[src/design/cmf_pkg.sv]
// Shared types and constants of the checksummed message framer.
// Used by the front, queue, back and top-level modules; depends on nothing.
package cmf_pkg;

    localparam logic [7:0] SYNC_FIRST  = 8'hB5;
    localparam logic [7:0] SYNC_SECOND = 8'h62;

    // Request kinds on the input tuser bit.
    localparam logic REQ_START   = 1'b0;
    localparam logic REQ_PAYLOAD = 1'b1;

    // Command kinds passed from front to back.
    localparam logic [1:0] CMD_START   = 2'd0;
    localparam logic [1:0] CMD_PAYLOAD = 2'd1;
    localparam logic [1:0] CMD_ERROR   = 2'd2;

    // Output steps of a start command.
    localparam logic [2:0] STEP_SYNC1  = 3'd0;
    localparam logic [2:0] STEP_SYNC2  = 3'd1;
    localparam logic [2:0] STEP_CLASS  = 3'd2;
    localparam logic [2:0] STEP_ID     = 3'd3;
    localparam logic [2:0] STEP_LEN_LO = 3'd4;
    localparam logic [2:0] STEP_LEN_HI = 3'd5;
    localparam logic [2:0] STEP_HDR_A  = 3'd6;
    localparam logic [2:0] STEP_HDR_B  = 3'd7;

    // Output steps of a payload command.
    localparam logic [2:0] STEP_PB     = 3'd0;
    localparam logic [2:0] STEP_PB_A   = 3'd1;
    localparam logic [2:0] STEP_PB_B   = 3'd2;

    typedef struct packed {
        logic [1:0] kind;
        logic [7:0] msg_class;
        logic [7:0] msg_id;
        logic [7:0] len_lo;
        logic [7:0] len_hi;
        logic [7:0] pbyte;
        logic [7:0] sum_a;
        logic [7:0] sum_b;
        logic       closes;  // this command ends the frame with checksum bytes
    } t_cmd;

endpackage

[src/design/cmf_front.sv]
// Front end of the framer: accepts request items, tracks the frame state
// and running Fletcher sums, and issues one command per item. Uses cmf_pkg.
module cmf_front
    import cmf_pkg::*;
(
    input  logic        i_clk,
    input  logic        i_rst_n,
    input  logic        i_valid,
    output logic        o_ready,
    input  logic        i_req_type,
    input  logic [7:0]  i_msg_class,
    input  logic [7:0]  i_msg_id,
    input  logic [15:0] i_payload_length,
    input  logic [7:0]  i_payload_byte,
    input  logic        i_full,
    output logic        o_push,
    output t_cmd        o_cmd
);

    logic [7:0]  r_sum_a, n_sum_a;
    logic [7:0]  r_sum_b, n_sum_b;
    logic [15:0] r_bytes_left, n_bytes_left;
    logic        r_frame_open, n_frame_open;

    logic [7:0] h_a1, h_a2, h_a3, h_a4;
    logic [7:0] h_b2, h_b3, h_b4;
    logic [7:0] p_a, p_b;
    logic       accept;

    assign o_ready = !i_full;
    assign accept  = i_valid && !i_full;
    assign o_push  = accept;

    // Header sums start from zero: class, id, length low, length high.
    assign h_a1 = i_msg_class;
    assign h_a2 = h_a1 + i_msg_id;
    assign h_b2 = h_a1 + h_a2;
    assign h_a3 = h_a2 + i_payload_length[7:0];
    assign h_b3 = h_b2 + h_a3;
    assign h_a4 = h_a3 + i_payload_length[15:8];
    assign h_b4 = h_b3 + h_a4;

    assign p_a = r_sum_a + i_payload_byte;
    assign p_b = r_sum_b + p_a;

    always_comb begin
        n_sum_a      = r_sum_a;
        n_sum_b      = r_sum_b;
        n_bytes_left = r_bytes_left;
        n_frame_open = r_frame_open;
        o_cmd.kind      = CMD_ERROR;
        o_cmd.msg_class = i_msg_class;
        o_cmd.msg_id    = i_msg_id;
        o_cmd.len_lo    = i_payload_length[7:0];
        o_cmd.len_hi    = i_payload_length[15:8];
        o_cmd.pbyte     = i_payload_byte;
        o_cmd.sum_a     = h_a4;
        o_cmd.sum_b     = h_b4;
        o_cmd.closes    = 1'b0;
        if (i_req_type == REQ_START) begin
            o_cmd.kind   = CMD_START;
            o_cmd.closes = (i_payload_length == 16'd0);
            n_sum_a      = h_a4;
            n_sum_b      = h_b4;
            n_bytes_left = i_payload_length;
            n_frame_open = (i_payload_length != 16'd0);
        end else if (r_frame_open) begin
            o_cmd.kind   = CMD_PAYLOAD;
            o_cmd.sum_a  = p_a;
            o_cmd.sum_b  = p_b;
            o_cmd.closes = (r_bytes_left == 16'd1);
            n_sum_a      = p_a;
            n_sum_b      = p_b;
            n_bytes_left = r_bytes_left - 16'd1;
            n_frame_open = (r_bytes_left != 16'd1);
        end
    end

    always_ff @(posedge i_clk) begin
        if (!i_rst_n) begin
            r_sum_a      <= '0;
            r_sum_b      <= '0;
            r_bytes_left <= '0;
            r_frame_open <= 1'b0;
        end else if (accept) begin
            r_sum_a      <= n_sum_a;
            r_sum_b      <= n_sum_b;
            r_bytes_left <= n_bytes_left;
            r_frame_open <= n_frame_open;
        end
    end

    // An open frame always has payload bytes still to come.
    a_open_has_bytes: assert property (@(posedge i_clk) disable iff (!i_rst_n)
        r_frame_open |-> (r_bytes_left != 16'd0))
        else $error("open frame with no bytes left");

    // A payload item with no open frame must become an error command.
    a_orphan_error: assert property (@(posedge i_clk) disable iff (!i_rst_n)
        (accept && i_req_type == REQ_PAYLOAD && !r_frame_open) |-> o_cmd.kind == CMD_ERROR)
        else $error("orphan payload not flagged");

endmodule

[src/design/cmf_queue.sv]
// Short command queue between the front and back of the framer.
// Register-based FIFO of t_cmd entries; uses cmf_pkg.
module cmf_queue
    import cmf_pkg::*;
#(
    parameter int DEPTH = 4
) (
    input  logic i_clk,
    input  logic i_rst_n,
    input  logic i_push,
    input  t_cmd i_cmd,
    output logic o_full,
    input  logic i_pop,
    output logic o_empty,
    output t_cmd o_cmd
);

    localparam int PTR_W = (DEPTH > 1) ? $clog2(DEPTH) : 1;
    localparam int CNT_W = $clog2(DEPTH + 1);
    localparam logic [PTR_W-1:0] PTR_LAST = PTR_W'(DEPTH - 1);
    localparam logic [CNT_W-1:0] CNT_FULL = CNT_W'(DEPTH);

    t_cmd             r_mem [DEPTH];
    logic [PTR_W-1:0] r_wr_ptr, r_rd_ptr;
    logic [CNT_W-1:0] r_count;

    assign o_full  = (r_count == CNT_FULL);
    assign o_empty = (r_count == '0);
    assign o_cmd   = r_mem[r_rd_ptr];

    always_ff @(posedge i_clk) begin
        if (i_push) begin
            r_mem[r_wr_ptr] <= i_cmd;
        end
    end

    always_ff @(posedge i_clk) begin
        if (!i_rst_n) begin
            r_wr_ptr <= '0;
            r_rd_ptr <= '0;
            r_count  <= '0;
        end else begin
            if (i_push) begin
                r_wr_ptr <= (r_wr_ptr == PTR_LAST) ? '0 : r_wr_ptr + 1'b1;
            end
            if (i_pop) begin
                r_rd_ptr <= (r_rd_ptr == PTR_LAST) ? '0 : r_rd_ptr + 1'b1;
            end
            if (i_push && !i_pop) begin
                r_count <= r_count + 1'b1;
            end else if (i_pop && !i_push) begin
                r_count <= r_count - 1'b1;
            end
        end
    end

    a_no_overflow: assert property (@(posedge i_clk) disable iff (!i_rst_n)
        o_full |-> !i_push)
        else $error("push into full queue");

    a_no_underflow: assert property (@(posedge i_clk) disable iff (!i_rst_n)
        o_empty |-> !i_pop)
        else $error("pop from empty queue");

endmodule

[src/design/cmf_back.sv]
// Back end of the framer: expands each queued command into output bytes,
// one per cycle while the output is not stalled, through a registered output stage. Uses cmf_pkg.
module cmf_back
    import cmf_pkg::*;
(
    input  logic       i_clk,
    input  logic       i_rst_n,
    input  logic       i_empty,
    input  t_cmd       i_cmd,
    output logic       o_pop,
    output logic       o_valid,
    input  logic       i_ready,
    output logic [7:0] o_byte,
    output logic       o_last,
    output logic       o_frame_end,
    output logic       o_error
);

    logic [2:0] r_step;
    logic       r_valid;
    logic [7:0] r_byte;
    logic       r_last, r_frame_end, r_error;

    logic [7:0] n_byte;
    logic       n_last, n_frame_end, n_error, step_final;
    logic       load;

    assign load  = (!r_valid || i_ready) && !i_empty;
    assign o_pop = load && step_final;

    always_comb begin
        n_byte      = 8'd0;
        n_last      = 1'b0;
        n_frame_end = 1'b0;
        n_error     = 1'b0;
        step_final  = 1'b1;
        unique case (i_cmd.kind)
            CMD_START: begin
                step_final = i_cmd.closes ? (r_step == STEP_HDR_B) : (r_step == STEP_LEN_HI);
                case (r_step)
                    STEP_SYNC1:  n_byte = SYNC_FIRST;
                    STEP_SYNC2:  n_byte = SYNC_SECOND;
                    STEP_CLASS:  n_byte = i_cmd.msg_class;
                    STEP_ID:     n_byte = i_cmd.msg_id;
                    STEP_LEN_LO: n_byte = i_cmd.len_lo;
                    STEP_LEN_HI: begin
                        n_byte = i_cmd.len_hi;
                        // An empty frame flags its length byte as well.
                        n_last = i_cmd.closes;
                    end
                    STEP_HDR_A:  n_byte = i_cmd.sum_a;
                    default: begin
                        n_byte      = i_cmd.sum_b;
                        n_last      = 1'b1;
                        n_frame_end = 1'b1;
                    end
                endcase
            end
            CMD_PAYLOAD: begin
                step_final = i_cmd.closes ? (r_step == STEP_PB_B) : (r_step == STEP_PB);
                case (r_step)
                    STEP_PB: begin
                        n_byte = i_cmd.pbyte;
                        n_last = !i_cmd.closes;
                    end
                    STEP_PB_A: n_byte = i_cmd.sum_a;
                    default: begin
                        n_byte      = i_cmd.sum_b;
                        n_last      = 1'b1;
                        n_frame_end = 1'b1;
                    end
                endcase
            end
            default: begin
                n_last  = 1'b1;
                n_error = 1'b1;
            end
        endcase
    end

    always_ff @(posedge i_clk) begin
        if (!i_rst_n) begin
            r_step  <= '0;
            r_valid <= 1'b0;
        end else begin
            if (load) begin
                r_step <= step_final ? 3'd0 : r_step + 3'd1;
            end
            if (!r_valid || i_ready) begin
                r_valid <= !i_empty;
            end
        end
    end

    always_ff @(posedge i_clk) begin
        if (load) begin
            r_byte      <= n_byte;
            r_last      <= n_last;
            r_frame_end <= n_frame_end;
            r_error     <= n_error;
        end
    end

    assign o_valid     = r_valid;
    assign o_byte      = r_byte;
    assign o_last      = r_last;
    assign o_frame_end = r_frame_end;
    assign o_error     = r_error;

    a_fend_is_last: assert property (@(posedge i_clk) disable iff (!i_rst_n)
        (r_valid && r_frame_end) |-> r_last)
        else $error("frame end without last");

    a_error_zero: assert property (@(posedge i_clk) disable iff (!i_rst_n)
        (r_valid && r_error) |-> (r_byte == 8'd0 && r_last && !r_frame_end))
        else $error("malformed error result");

endmodule

[src/design/checksummed_message_framer_top.sv]
// The first result of an item passes the queue write and then the output register before it is
// presented, when the queue is empty and the output register is free.
// Throughput: the front takes one item per cycle while the queue has room; the back emits one byte
// per cycle: one for a payload byte or an error, three for the payload byte that closes a frame,
// six for a start item and eight for an empty frame. Output stalls hold the back in place.
// Reset is synchronous and active low: it clears the sums, the frame state, the queue and the
// output valid flag.
module checksummed_message_framer_top
    import cmf_pkg::*;
#(
    parameter int QUEUE_DEPTH = 4
) (
    input  logic        i_clk,
    input  logic        i_rst_n,
    // Request items.
    input  logic        s_axis_tvalid,
    output logic        s_axis_tready,
    // tdata from bit 0: msg_class[7:0], msg_id[15:8], payload_length[31:16],
    // payload_byte[39:32].
    input  logic [39:0] s_axis_tdata,
    // tuser from bit 0: req_type.
    input  logic [0:0]  s_axis_tuser,
    // Framed byte stream.
    output logic        m_axis_tvalid,
    input  logic        m_axis_tready,
    // tdata from bit 0: out_byte[7:0].
    output logic [7:0]  m_axis_tdata,
    // tlast carries run_last: it marks the final item caused by one request, except after the header
    // of a frame that still expects payload bytes; an empty frame also flags its length byte.
    output logic        m_axis_tlast,
    // tuser from bit 0: frame_end, error.
    output logic [1:0]  m_axis_tuser
);

    t_cmd front_cmd;
    t_cmd queue_cmd;
    logic push, pop, full, empty;

    // The front classifies each request and keeps the running Fletcher sums,
    // so the checksum bytes travel inside the command and the back never
    // needs the frame state.
    cmf_front u_front (
        .i_clk            (i_clk),
        .i_rst_n          (i_rst_n),
        .i_valid          (s_axis_tvalid),
        .o_ready          (s_axis_tready),
        .i_req_type       (s_axis_tuser[0]),
        .i_msg_class      (s_axis_tdata[7:0]),
        .i_msg_id         (s_axis_tdata[15:8]),
        .i_payload_length (s_axis_tdata[31:16]),
        .i_payload_byte   (s_axis_tdata[39:32]),
        .i_full           (full),
        .o_push           (push),
        .o_cmd            (front_cmd)
    );

    // The queue decouples the front, which issues one command per item, from the multi-byte back.
    cmf_queue #(
        .DEPTH (QUEUE_DEPTH)
    ) u_queue (
        .i_clk   (i_clk),
        .i_rst_n (i_rst_n),
        .i_push  (push),
        .i_cmd   (front_cmd),
        .o_full  (full),
        .i_pop   (pop),
        .o_empty (empty),
        .o_cmd   (queue_cmd)
    );

    // The back walks each command step by step into the output register.
    cmf_back u_back (
        .i_clk       (i_clk),
        .i_rst_n     (i_rst_n),
        .i_empty     (empty),
        .i_cmd       (queue_cmd),
        .o_pop       (pop),
        .o_valid     (m_axis_tvalid),
        .i_ready     (m_axis_tready),
        .o_byte      (m_axis_tdata),
        .o_last      (m_axis_tlast),
        .o_frame_end (m_axis_tuser[0]),
        .o_error     (m_axis_tuser[1])
    );

endmodule

[config.mk]
export PLATFORM = sky130hd
export DESIGN_NAME = checksummed_message_framer_top
export DESIGN_NICKNAME = d
export VERILOG_FILES = /design/src/design/cmf_pkg.sv /design/src/design/cmf_front.sv /design/src/design/cmf_queue.sv /design/src/design/cmf_back.sv /design/src/design/checksummed_message_framer_top.sv
export SDC_FILE = /design/constraint.sdc
export NUM_CORES = 1
export LEC_CHECK = 0
export ABC_AREA = 1
export BUFFER_PORTS_ARGS = -buffer_cell sky130_fd_sc_hd__buf_2
export CAP_MARGIN = 20
export CORE_ASPECT_RATIO = 1.25
export CORE_MARGIN = 5
export CORE_UTILIZATION = 25
export CTS_BUF_LIST = sky130_fd_sc_hd__clkbuf_2
export DETAILED_ROUTE_END_ITERATION = 16
export GPL_ROUTABILITY_DRIVEN = 1
export GPL_TIMING_DRIVEN = 1
export HOLD_SLACK_MARGIN = 0.12
export PLACE_DENSITY = 0.39
export SYNTH_ARGS = -nofsm -noshare
export SYNTH_HDL_FRONTEND = slang
export SYNTH_HIERARCHICAL = 1
export SYNTH_SLANG_ARGS = --single-unit
[constraint.sdc]
create_clock -name i_clk -period 5 [get_ports i_clk]
set_input_delay 0.5 -clock i_clk [delete_from_list [all_inputs] [get_ports i_clk]]
set_output_delay 0.5 -clock i_clk [all_outputs]
set_load 0.03 [all_outputs]
# Word-level counts from Yosys, hierarchy flattened
# Memory sizes are Yosys's and may differ from the RTL's. A register that Yosys moved wholly into a read port is not among the register bits.
# Cells that the tools add are included.
# Widths: inputs -> output; s select.
# word_totals
word_cells,100
in_bits,45
mem_bits_rw,236
memories,1
output_inout_bits,13
regBits,55
# op_classes
reduce_logical,23
n_mux,35
n_addsub,14
n_eq_ne,14
# mem_list
name,words,width,read_ports,rd_ports_with_merged_regs,write_ports,line,text
u_queue.r_mem,4,59,1,1,1,cmf_queue.sv:23,t_cmd r_mem [DEPTH];
# op_table
operator,n
$add 8x8->8,8
$pmux 8 s7,1
$mux 16,3
$mux 8,4
$pmux 8 s2,2
$mux 17,1
$eq 16x1->1 const B,1
$logic_not 16->1,1
$ne 16x1->1 const B,1
$reduce_bool 16->1,1
$sub 16x1->16 const B,1
$eq 3x3->1 const B,5
$mux 2,6
$mux 1,10
$pmux 1 s2,5
$mux 3,3
$reduce_or 7->1,1
$add 3x1->3 const B,2
$eq 3x2->1 const B,2
$logic_not 1->1,6
$logic_not 3->1,2
$reduce_or 6->1,1
$logic_and 1x1->1,5
$add 2x1->2 const B,2
10 further kinds,12

# Longest topological paths before layout
# logic_depth
depth_word,7
mapped_depth,29
depth_no_buf,29

# By module
# The synthesis kept the hierarchy.
# modules_own_cells
mod,cells_per_inst,area_per_inst_um2,n_inst
cmf_queue,629,9177.6,1
cmf_front,668,4569.4,1
cmf_back,238,1500.2,1

# Least setup slack after synthesis
# No wires, ideal clock.
# synth_timing
path_kind,input-to-reg
startpoint,in s_axis_tdata[0]
endpoint,mem u_queue/r_mem[0][8] in the netlist's numbering (data pin)
stages,29
t_arrival_ns,4.662
t_required_ns,4.743
setup_slack_ns,0.081
path_cell_list,ha_1 > fa_1 > xor2_1 > ha_1 > a21oi_2 > nand2_2 > xnor2_1 > inv_1 > ha_1 > a21oi_1 > nand2_1 > a21oi_1 > nor2_1 > nor2_1 > xor2_1 > fa_1 > inv_1 > ha_1 > nand2_1 > nor2_1 > nand2_1 > nand3_2 > nand2_2 > nand2_4 > xor2_2 > nand3_2 > nand3_1 > nand2_1 > inv_1
# synth_rtl
item,line,text
from (decl),checksummed_message_framer_top.sv:20,"input logic [39:0] s_axis_tdata,"
to (decl),cmf_queue.sv:23,

==> impl_metrics.tcl <==
set metrics [dict create \
    status "completed" \
    hold_viol_final 0 \
    critPathKind "in -> reg" \
    syn_to_final_growth_pct 16.51 \
    critPathCaptureType "flip-flop" \
    final_common_cell "edfxtp_1" \
    synth.area.top_cells "edfxtp_1, dfxtp_1, nand2_1" \
    min_period_ns 4.877 \
    grt_max_degree 57 \
    nNetsFinal 1827 \
    placed_cells 2352 \
    slew_viol_final 0 \
    num_rows 101 \
    clock_skew_ns 0.04506 \
    io_buffers 57 \
    syn_nets 1656 \
    placed_cell_area_mm2 0.01653 \
    required_ns 5.72 \
    drcViolationCount 0 \
    r2r_cells 14 \
    pwr-share-clk 0.146 \
    gp_congestion 0.8516 \
    critPathTopFamily "adder cells" \
    ys_async_sr_fraction 0 \
    slowest_delay_ns 0.57 \
    fp.dieW_um 230.9 \
    power.switching_mw 5.035 \
    layout-drive-gt1-share 0.1986 \
    critPathMaxFanout 4 \
    synth_cells 1535 \
    max_slew_margin 0.3510 \
    dieArea_mm2 0.06606 \
    vias_per_cell 4.535 \
    wl_per_cell_um 18.98 \
    hpwl_um 33730 \
    avgSynthCellArea_um2 9.933 \
    worstPathArrival_ns 5.60 \
    design_area_mm2 0.01776 \
    power_mw 11.42 \
    grt_overflow 0 \
    path_depth 31 \
    pre_cts_slack_ns -0.4161 \
    synth_top_area_share 0.4865 \
    p_int_mw 6.387 \
    leakagePower_nw 7.214 \
    min_path_cells 4 \
    drt-pass1-iter-count 4 \
    vias 11510 \
    setup_slack_ns 0.1233 \
    p_seq_frac 0.318 \
    worst_pin_slew_ns 0.9735 \
    max-vdd-ir-drop_v 0.0004089 \
    wirelength_um 48160 \
    synth_edf_count 247 \
    comb_power_share 0.535 \
    clk_pin_slew_worst_paths_ns 0.10 \
    holdCritPathClass "in -> reg" \
    fillers 6429 \
    swShare 0.4408 \
    die_h_um 286.1 \
    grt_use_total 0.1429 \
    syn_area_mm2 0.01525 \
    critPathSlowestCell "fa_1" \
    tritoncts "yes" \
    numCtsBuffers 78 \
    seq_area_frac_synth 0.5469 \
    antenna_found_initial 2 \
    drtIter0Drc 508 \
    initial_core_util 0.2514 \
    critical_path_buf_inv_count 6 \
    core_mm2 0.06066 \
    grt_first_pass_wirelength_um 70930 \
    synth_top_cell_by_area "edfxtp_1" \
    final_cell_mix "edfxtp_1, nand2_1, nor2_1" \
    cts_buffer_depth 3 \
    clk_latency_ns 0.99 \
    ios 58 \
    finalCritPeriodShare 0.9753 \
    ys.flop_type "edfxtp_1" \
    grt_pass1_vias 11350 \
    yosys_warnings 6 \
    clock_sinks 293 \
    fmax_mhz 205.1 \
    synth-seq-cells 293 \
    htree_levels 3 \
    instances_no_fill 2537 \
    drv_cap 0 \
    p_per_area_mw_per_mm2 643.0 \
    tns_ns 0 \
    ys_types 51 \
    cts_root_buf "clkbuf_2" \
    setup_viol 0 \
    antenna_left 0 \
    start_kind "input port" \
]
[cells in the mapped netlist, types with 3 or more instances]
master and n:
o22ai_1 59, a21boi_0 3, ha_1 57, clkbuf_2 8, o21ai_1 12, nand3_2 8
o21a_1 3, buf_6 7, inv_2 11, nor2_2 4, nand2_2 19, a21oi_1 53
nand3b_1 4, buf_2 21, nand2_1 235, o21bai_1 3, inv_1 122, o21ai_0 155
nand4_1 8, buf_4 50, nor3_1 7, a31oi_1 10, nor4_1 4, xor2_1 24
clkbuf_1 18, fa_1 19, nand3_1 82, a21oi_2 6, dfxtp_1 46, xnor2_1 11
o211ai_1 18, nor2_1 177, edfxtp_1 247
[cell type report]
| type | count | area, um^2 | share of cell area |
|---|---|---|---|
| antenna | 3 | 7.507 | 0.0004226 |
| clock buffer | 108 | 540.5 | 0.03043 |
| clock inverter | 28 | 141.4 | 0.007959 |
| inverter | 135 | 511.7 | 0.02881 |
| multi-input combinational | 1002 | 5816 | 0.3274 |
| sequential | 293 | 8343 | 0.4696 |
| tap | 772 | 965.9 | 0.05437 |
| timing repair buffer | 196 | 1439 | 0.08100 |
[power groups by stage]
stage | combinational [mW] | sequential, mW | clock [mW]
after global routing | 6.77 | 3.68 | 1.91
after detailed placement | 6.09 | 3.69 | 0
after global placement | 6.06 | 3.69 | 0
after floorplan | 3.56 | 3.73 | 0
final | 6.12 | 3.63 | 1.67
after CTS | 6.15 | 3.64 | 1.78
[final timing paths]
kind                                          startpoint                  endpoint  slack, ns
worst min-delay path                       s_axis_tvalid      u_front/r_frame_open       0.25
worst min register to register  u_front/r_bytes_left[15]  u_front/r_bytes_left[15]       0.48
worst max-delay path                     s_axis_tdata[0]       u_queue/r_mem[2][8]       0.12
worst max register to register                 flip-flop        u_queue/r_count[1]       1.59
[worst min-delay path: cells and delay by family]
family                 cells  cell delay [ns]
buffers and inverters      2             0.41
and+or+nand+nor            1             0.14
AOI/OAI and AO/OA          1             0.13
[logic make-up after synthesis]
family                   Yosys count  synth area share
AND/OR/NAND/NOR                  557            0.1595
XOR/XNOR                          36           0.02117
adder cells (fa/ha/maj)           76           0.07172
buffers and inverters            240           0.07755
multiplexers                       1         0.0006565
flip-flops                       293            0.5469
AO/OA/AOI/OAI                    332            0.1225
[metrics by stage]
step,util,hold slack [ns]
final,0.2929,0.2536
after global routing,0.2928,0.1940
after CTS,0.2911,0.1438
after detailed placement,0.2726,0.4639
after global placement,0.2726,0.4559
after floorplan,-,0.4436
[registers in the layout, summed over array words and instances, names as in the netlist, 2 cells and up, named ones only]
name / cells
u_front/r_bytes_left: 16
u_front/r_sum_b: 8
u_queue/r_mem: 236
u_back/r_step: 3
u_queue/r_count: 3
u_queue/r_wr_ptr: 2
u_front/r_sum_a: 8
u_queue/r_rd_ptr: 2
u_back/o_byte: 8
[per-layer routing]
| layer | track usage | wire, um |
|---|---|---|
| met5 | 0 | 0 |
| met4 | 0.06361 | 1802 |
| met2 | 0.2473 | 24080 |
| met3 | 0.02533 | 1781 |
| met1 | 0.1743 | 20500 |
[what timing repair did]
action,CTS,global route
endpoints found under the setup margin,0,5
buffers inserted,0,2
hold buffers,44,0
endpoints found under the hold margin,212,0
resized for setup,0,14
(Power assumes the default switching activity.)
